## config.mk

```make
export PLATFORM = sky130hd
export DESIGN_NAME = rgb_to_hsv_converter
export DESIGN_NICKNAME = d
export VERILOG_FILES = /design/src/rtl/rthsv_pkg.sv /design/src/rtl/rthsv_front.sv /design/src/rtl/rthsv_cell.sv /design/src/rtl/rgb_to_hsv_converter.sv
export SDC_FILE = /design/constraint.sdc
export NUM_CORES = 2
export LEC_CHECK = 0
export ABC_AREA = 1
export BUFFER_PORTS_ARGS = -buffer_cell sky130_fd_sc_hd__clkbuf_2
export CAP_MARGIN = 20
export CORE_MARGIN = 3
export CORE_UTILIZATION = 52
export DETAILED_ROUTE_END_ITERATION = 7
export PLACE_DENSITY = 0.72
export SLEW_MARGIN = 20
export SYNTH_ARGS = -nofsm -noshare
export SYNTH_HDL_FRONTEND = slang
export SYNTH_SLANG_ARGS = --single-unit
```

## constraint.sdc

```tcl
create_clock -name i_clk -period 37.7 [get_ports i_clk]
set_input_delay 3.77 -clock i_clk [delete_from_list [all_inputs] [get_ports i_clk]]
set_output_delay 3.77 -clock i_clk [all_outputs]
set_load 0.02 [all_outputs]
```

## src/rtl/rthsv_pkg.sv

```systemverilog
// rthsv_pkg: constants and stage types for the rgb to hsv converter
// no dependencies; used by rthsv_front, rthsv_cell and rgb_to_hsv_converter

package rthsv_pkg;

    // channel and fixed point widths
    localparam int CHANNEL_BITS  = 8;
    localparam int FRACTION_BITS = 16;

    // one divider cell per quotient bit, saturation needs one integer bit
    localparam int QUO_BITS  = FRACTION_BITS + 1;
    localparam int NUM_CELLS = QUO_BITS;

    // hue divisor 6*d stays below 2^(CHANNEL_BITS+3), partial remainder below twice that
    localparam int REM_BITS = CHANNEL_BITS + 4;

    // packed stream widths
    localparam int IN_BITS  = 3 * CHANNEL_BITS;
    localparam int IN_BYTES = (IN_BITS + 7) / 8;
    localparam int OUT_BITS  = FRACTION_BITS + QUO_BITS + CHANNEL_BITS;
    localparam int OUT_BYTES = (OUT_BITS + 7) / 8;

    // saturation value that stands for 1.0
    localparam logic [QUO_BITS-1:0] SAT_FULL = QUO_BITS'(1) << FRACTION_BITS;

    // payload carried from cell to cell
    typedef struct packed {
        logic [REM_BITS-1:0]     rem_sat;
        logic [REM_BITS-1:0]     div_sat;
        logic [REM_BITS-1:0]     rem_hue;
        logic [REM_BITS-1:0]     div_hue;
        logic [QUO_BITS-1:0]     quo_sat;
        logic [QUO_BITS-1:0]     quo_hue;
        logic                    grey;
        logic [CHANNEL_BITS-1:0] brightness;
    } t_stage;

endpackage

```

## src/rtl/rthsv_front.sv

```systemverilog
// rthsv_front: max/min search and sector numerator, first pipeline register
// depends on rthsv_pkg

module rthsv_front (
    input  logic                              i_clk,
    input  logic                              i_rst_n,
    input  logic                              i_en,
    input  logic                              i_valid,
    input  logic [rthsv_pkg::CHANNEL_BITS-1:0] i_red,
    input  logic [rthsv_pkg::CHANNEL_BITS-1:0] i_green,
    input  logic [rthsv_pkg::CHANNEL_BITS-1:0] i_blue,
    output logic                              o_valid,
    output rthsv_pkg::t_stage                 o_data
);

    localparam int CB = rthsv_pkg::CHANNEL_BITS;
    localparam int RB = rthsv_pkg::REM_BITS;

    logic              r_valid;
    rthsv_pkg::t_stage r_data;
    rthsv_pkg::t_stage n_data;

    logic [CB-1:0] mx;
    logic [CB-1:0] mn;
    logic [RB-1:0] d;
    logic [RB-1:0] d6;
    logic [RB-1:0] num;
    logic [RB-1:0] red_w;
    logic [RB-1:0] green_w;
    logic [RB-1:0] blue_w;

    // largest and smallest channel, red wins ties over green, green over blue
    always_comb begin
        red_w   = RB'(i_red);
        green_w = RB'(i_green);
        blue_w  = RB'(i_blue);
        mx = i_red;
        if (i_green > mx) mx = i_green;
        if (i_blue > mx) mx = i_blue;
        mn = i_red;
        if (i_green < mn) mn = i_green;
        if (i_blue < mn) mn = i_blue;
        d  = RB'(mx) - RB'(mn);
        d6 = (d << 2) + (d << 1);
    end

    // sector numerator, lies in [0, 6d)
    always_comb begin
        if (mx == i_red) begin
            if (i_green >= i_blue) num = green_w - blue_w;
            else                   num = d6 - (blue_w - green_w);
        end else if (mx == i_green) begin
            if (i_blue >= i_red) num = (d << 1) + (blue_w - red_w);
            else                 num = (d << 1) - (red_w - blue_w);
        end else begin
            if (i_red >= i_green) num = (d << 2) + (red_w - green_w);
            else                  num = (d << 2) - (green_w - red_w);
        end
    end

    // seed the divider lanes
    always_comb begin
        n_data.rem_sat    = d;
        n_data.div_sat    = RB'(mx);
        n_data.rem_hue    = num;
        n_data.div_hue    = d6;
        n_data.quo_sat    = '0;
        n_data.quo_hue    = '0;
        n_data.grey       = (d == '0);
        n_data.brightness = mx;
    end

    // stage register
    always_ff @(posedge i_clk) begin
        if (!i_rst_n) begin
            r_valid <= 1'b0;
        end else if (i_en) begin
            r_valid <= i_valid;
        end
    end

    always_ff @(posedge i_clk) begin
        if (i_en) begin
            r_data <= n_data;
        end
    end

    assign o_valid = r_valid;
    assign o_data  = r_data;

endmodule

```

## src/rtl/rthsv_cell.sv

```systemverilog
// rthsv_cell: one restoring division step for the saturation and hue lanes
// depends on rthsv_pkg

module rthsv_cell (
    input  logic              i_clk,
    input  logic              i_rst_n,
    input  logic              i_en,
    input  logic              i_valid,
    input  rthsv_pkg::t_stage i_data,
    output logic              o_valid,
    output rthsv_pkg::t_stage o_data
);

    localparam int RB = rthsv_pkg::REM_BITS;
    localparam int QB = rthsv_pkg::QUO_BITS;

    logic              r_valid;
    rthsv_pkg::t_stage r_data;
    rthsv_pkg::t_stage n_data;

    logic          bit_sat;
    logic          bit_hue;
    logic [RB-1:0] left_sat;
    logic [RB-1:0] left_hue;

    // compare, subtract, shift for both lanes
    always_comb begin
        bit_sat  = (i_data.rem_sat >= i_data.div_sat);
        bit_hue  = (i_data.rem_hue >= i_data.div_hue);
        left_sat = bit_sat ? (i_data.rem_sat - i_data.div_sat) : i_data.rem_sat;
        left_hue = bit_hue ? (i_data.rem_hue - i_data.div_hue) : i_data.rem_hue;
        n_data         = i_data;
        n_data.rem_sat = left_sat << 1;
        n_data.rem_hue = left_hue << 1;
        n_data.quo_sat = {i_data.quo_sat[QB-2:0], bit_sat};
        n_data.quo_hue = {i_data.quo_hue[QB-2:0], bit_hue};
    end

    // stage register
    always_ff @(posedge i_clk) begin
        if (!i_rst_n) begin
            r_valid <= 1'b0;
        end else if (i_en) begin
            r_valid <= i_valid;
        end
    end

    always_ff @(posedge i_clk) begin
        if (i_en) begin
            r_data <= n_data;
        end
    end

    assign o_valid = r_valid;
    assign o_data  = r_data;

endmodule

```

## src/rtl/rgb_to_hsv_converter.sv

```systemverilog
// rgb_to_hsv_converter: streaming rgb to hsv conversion, front stage plus divider cell chain
// depends on rthsv_pkg, rthsv_front, rthsv_cell
// registered stages: one front stage, 17 divider cells
// throughput: one pixel per cycle while the output is not stalled, one quotient bit of both divisions per cell
// the whole chain advances while the last stage is empty or taken downstream
// reset (i_rst_n low, synchronous) empties every stage; no other state is kept

module rgb_to_hsv_converter (
    input  logic                                 i_clk,
    input  logic                                 i_rst_n,
    input  logic                                 i_s_axis_tvalid,
    output logic                                 o_s_axis_tready,
    // red [7:0], green [15:8], blue [23:16]
    input  logic [8*rthsv_pkg::IN_BYTES-1:0]     i_s_axis_tdata,
    output logic                                 o_m_axis_tvalid,
    input  logic                                 i_m_axis_tready,
    // hue [15:0], saturation [32:16], brightness [40:33], zero fill above
    output logic [8*rthsv_pkg::OUT_BYTES-1:0]    o_m_axis_tdata
);

    localparam int CB = rthsv_pkg::CHANNEL_BITS;
    localparam int FB = rthsv_pkg::FRACTION_BITS;
    localparam int QB = rthsv_pkg::QUO_BITS;
    localparam int NC = rthsv_pkg::NUM_CELLS;

    logic              en;
    logic              valid [NC+1];
    rthsv_pkg::t_stage data  [NC+1];
    rthsv_pkg::t_stage last;

    logic [FB-1:0] hue;
    logic [QB-1:0] saturation;
    logic [CB-1:0] brightness;

    // pipeline moves when the output slot is free or being taken
    assign en              = !o_m_axis_tvalid || i_m_axis_tready;
    assign o_s_axis_tready = en;

    // max, min and numerator
    rthsv_front u_front (
        .i_clk   (i_clk),
        .i_rst_n (i_rst_n),
        .i_en    (en),
        .i_valid (i_s_axis_tvalid),
        .i_red   (i_s_axis_tdata[CB-1:0]),
        .i_green (i_s_axis_tdata[2*CB-1:CB]),
        .i_blue  (i_s_axis_tdata[3*CB-1:2*CB]),
        .o_valid (valid[0]),
        .o_data  (data[0])
    );

    // divider chain, msb of the quotient first
    for (genvar k = 0; k < NC; k++) begin : g_cell
        rthsv_cell u_cell (
            .i_clk   (i_clk),
            .i_rst_n (i_rst_n),
            .i_en    (en),
            .i_valid (valid[k]),
            .i_data  (data[k]),
            .o_valid (valid[k+1]),
            .o_data  (data[k+1])
        );
    end

    // grey and black give zero hue and saturation
    assign last       = data[NC];
    assign hue        = last.grey ? '0 : last.quo_hue[FB-1:0];
    assign saturation = last.grey ? '0 : last.quo_sat;
    assign brightness = last.brightness;

    assign o_m_axis_tvalid = valid[NC];
    assign o_m_axis_tdata  = (8*rthsv_pkg::OUT_BYTES)'({brightness, saturation, hue});

    // saturation never exceeds full scale
    a_sat_range : assert property (@(posedge i_clk) disable iff (!i_rst_n)
        o_m_axis_tvalid |-> (saturation <= rthsv_pkg::SAT_FULL))
        else $error("saturation above full scale");

    // black pixel gives zero hue and saturation
    a_black : assert property (@(posedge i_clk) disable iff (!i_rst_n)
        (o_m_axis_tvalid && brightness == '0) |-> (saturation == '0 && hue == '0))
        else $error("black pixel with nonzero hue or saturation");

    // zero saturation only for grey, which has zero hue
    a_grey : assert property (@(posedge i_clk) disable iff (!i_rst_n)
        (o_m_axis_tvalid && saturation == '0) |-> (hue == '0))
        else $error("zero saturation with nonzero hue");

    // hue quotient never reaches a full turn
    a_hue_msb : assert property (@(posedge i_clk) disable iff (!i_rst_n)
        (o_m_axis_tvalid && !last.grey) |-> !last.quo_hue[QB-1])
        else $error("hue quotient overflow");

endmodule

```

======== After elaboration in Yosys (flattened, before gate mapping) ========
Cells that the tools add are included.
operators by class
  $add $sub $neg .......................... 45
  magnitude comparators ................... 41
  eq/ne operators ......................... 2
  muxes and demuxes ....................... 43
  reduce and logical (&&, ||, !) cells .... 3
operators with widths
  kind                count
  $mux W11            32
  $ge A12 B12 Y1      17
  $ge A12 B8 Y1       17
  $sub A11 B11 Y11    16
  $sub A11 B8 Y11     16
  $sub A8 B8 Y9       7
  $mux W12            5
  $mux W8             4
  $ge A8 B8 Y1        3
  $mux W17            1
  $eq A8 B8 Y1        2
  $gt A8 B8 Y1        2
  $lt A8 B8 Y1        2
  $mux W16            1
  $add A11 B10 Y12    1
  $add A11 B9 Y12     1
  $logic_not A12 Y1   1
  $sub A11 B9 Y12     1
  $sub A12 B12 Y12    1
  $add A10 B9 Y11     1
  $sub A10 B9 Y11     1
  $logic_not A1 Y1    1
  $logic_or A1 B1 Y1  1
word-level totals
  register bits ........................... 1046
  input bits .............................. 28
  word-level logic and storage cells ...... 302

======== Depth between registers and ports, before layout ========
  depth in word-level cells ............... 9
  depth in mapped cells ................... 57
  depth with buffers taken out ............ 54

======== Cells and area by module ========
From an unflattened synthesis, not the netlist that was laid out.
unflattened totals
  cells, all modules ...................... 8490
  area, all modules ....................... 86191.4 µm²
by module, submodules not included
  module                times used  cells each  area an instance (µm²)
  rthsv_cell            17          430         4599.4
  rthsv_front           1           1100        7639.8
  rgb_to_hsv_converter  1           80          361.6

======== Least setup slack after synthesis ========
Ideal clock, no wire load.
  path kind ............................... input to output
  start ................................... input i_m_axis_tready
  end ..................................... output o_s_axis_tready
  arrival time ............................ 31.044 ns
  path slack .............................. 2.886 ns
  stages on the path ...................... 3
  cells stage by stage .................... nor2_1 > clkinv_1 > clkbuf_1
on the way
  cells in the longest elaborated chain, start to end .. 1
ends and longest elaborated chain
  element             RTL line                    text
  from (decl)         rgb_to_hsv_converter.sv:16  input logic i_m_axis_tready,
  $logic_or A1 B1 Y1  rgb_to_hsv_converter.sv:36  assign en = !o_m_axis_tvalid || i_m_axis_tready;
  to (decl)           rgb_to_hsv_converter.sv:12  output logic o_s_axis_tready,
No other way between the ends.

==> flow_summary.ini <==
[sta]
slew_viol_final = 0
worst_pin_slew_ns = 1.110
max_freq_mhz = 91.36
finalHoldViolations = 0
slew-limit-headroom = 0.2601
rsz0062_at_grt = no
fin_skew_ns = 0.02449
fin_worst_hold_slack_ns = 0.4105
setup_tns_ns = 0
min_period_ns = 10.95
setup_viol = 0
min_period_over_period = 0.2903

[routing]
wl_per_cell_um = 15.66
drcViolationCount = 0
avgViaCountPerCell = 5.205
drt_iter0_markers = 2185
drt-total-wl_mm = 102.5
num_vias = 34058
postRouteAntennaNets = 0
dr.pass1.iters = 6

[synth]
synth_cell_types = 62
synthCells = 4982
synth_common_cells = edfxtp_1, inv_1, nand2_1, ha_1, o21ai_0
ys_ff_latch = 1012
synth_top_flop_cell = edfxtp_1
synth_top_area_cell = edfxtp_1
synth.top_cell.area_share = 0.5584
synth_edf_count = 994
ys_warn_count = 0
synth-seq-area-share = 0.5651
synth_area_leaders = edfxtp_1, ha_1, inv_1, nand2_1, o21ai_0
synth.most_common_cell = edfxtp_1
netlist_area_mm2 = 0.05346
synth.avg_cell_area_um2 = 10.73
async_flop_share = 0

[global_routing]
groute.usage.overall = 0.1916
antenna_found_initial = 0
globalRouteOverflowTotal = 0
grt_max_degree = 190
grt_pass1_wl_mm = 166.1
grt_pass1_vias = 33335

[clock_network]
cts_root_buf = clkbuf_16
cts_sinks = 1012
clockBufferDepth = 3
clkLatencyLatePin_ns = 0.67
cts_setup_buffers = 0
htreeDepth = 3
cts_resized = 0
cts_inserted_buffers = 103
ctsHoldBuffers = 0
cts_tree = yes
clkTransAtPathRegs_ns = 0.06

[setup_path]
end_kind = flip-flop
crit_family = simple AND/OR/NAND/NOR gates
required_ns = 38.12
crit_arrival_ns = 11.36
slowest_delay_ns = 0.63
slowest_stage = fa_1
crit_buf_inv = 9
path_common_cell = nor2_1
cp_max_fo = 20
criticalPathCategory = in2reg
start_kind = input pin

[finish]
area_delta_synth_final_pct = 9.674
diodes = 0
fin_nets = 5604
drive_gt1_frac = 0.05920
final_cells = 6543
multi_input_area_mm2 = 0.01997
seqCellArea_mm2 = 0.03021
fillers = 8263

[floorplanning]
num_rows = 116
ios = 78
start_util = 0.5292
die_w_um = 326.6
fp.dieH_um = 326.6
core-area_mm2 = 0.1010
design.die.area_mm2 = 0.1067

[power_and_ir_drop]
cellPowerDensity_mw_per_mm2 = 99.84
power_leakage_uw = 0.02573
irDropWorstVdd_mv = 0.04758
finalPower_uw = 5853

[job]
cap_violations = 0

[placed_design]
portBuffers = 70
dp_cells = 6349
gp_congestion = 0.9306
dp_hpwl_mm = 76.17

[worst_hold_path]
worstHoldPathType = reg2reg

[run_status]
status = complete, no violations
-- area by class of cell --
| cell class | instances | share of cell area |
|---|---|---|
| Clock buffer | 125 | 0.04646 |
| Clock inverter | 69 | 0.01044 |
| Inverter | 760 | 0.04879 |
| Multi-Input combinational cell | 3128 | 0.3406 |
| Sequential cell | 1012 | 0.5153 |
| Tap cell | 1357 | 0.02896 |
| Timing Repair Buffer | 92 | 0.009433 |
-- cells in the final DEF (no fill, tap or decap), drive strengths merged, types with 5 or more instances in the layout --
cell type  instances
o21ai            448
nand3            172
and2              15
o211ai             8
o311ai            11
or2                7
a21o               8
buf               22
xor2             198
ha               435
nand2            750
o31ai             23
nor3              56
edfxtp           994
clkinv            56
nand4             31
a31oi              5
bufinv             8
conb               7
clkinvlp           9
a21oi            354
xnor2            102
nand3b            15
nor2             359
fa                44
o21bai            24
inv              756
a221oi             8
nor4               7
a211oi            13
clkbuf           195
dfxtp             18
-- layer usage --
metal | share of wire | track usage | vias up | wire length (µm)
met3 | 0.041 | 0.02500 | 163 | 4214
met5 | 0 | 0 | - | 0
met4 | 0.026 | 0.05982 | 0 | 2656
met2 | 0.51 | 0.3445 | 627 | 52010
met1 | 0.43 | 0.2399 | 15935 | 43620
li1 | - | - | 17333 | -
-- where the power goes --
part / switching [µW] / total (µW) / internal [µW]
sequential: 262 / 2180 / 1920
clock: 422 / 994 / 572
combinational: 1620 / 2680 / 1050
total: 2310 / 5850 / 3540
-- flip-flops by register name, indices dropped and copies added, names as in the netlist --
| signal | cells |
|---|---|
| g_cell.u_cell.o_data | 955 |
| g_cell.u_cell.o_valid | 17 |
| u_front.o_data | 39 |
| u_front.o_valid | 1 |
-- final timing paths --
check | endpoint | slack (ns) | startpoint | cells after the start
setup / recovery | u_front.o_data[66]$_DFFE_PP_ | 26.75 | i_s_axis_tdata[2] | 45
hold / removal | g_cell[16].u_cell.o_data[10]$_DFFE_PP_ | 0.41 | g_cell[15].u_cell.o_data[9]$_DFFE_PP_ | 0
hold reg to reg | g_cell[16].u_cell.o_data[10]$_DFFE_PP_ | 0.41 | g_cell[15].u_cell.o_data[9]$_DFFE_PP_ | 0
setup reg to reg | g_cell[15].u_cell.o_data[85]$_DFFE_PP_ | 33.41 | g_cell[16].u_cell.o_valid$_SDFFE_PN0P_ | 7
-- cells by family after synthesis --
family	after synthesis	synth area share
compound gates	929	0.09395
flops	1012	0.5651
xor+xnor	300	0.04979
fa+ha+maj	479	0.1183
simple gates	1413	0.1110
buf+inv	848	0.06175
other cells	1	0.00007015
-- per-stage QoR --
step	utilization	cell area, µm²	worst slack, ns
after floorplan	-	53480	2.886
after global placement	0.5473	55290	26.10
after detailed placement	0.5473	55290	26.09
after CTS	0.5803	58620	26.79
after global routing	0.5804	58630	26.00
final	0.5804	58630	26.75
(Power assumes the default switching activity.)
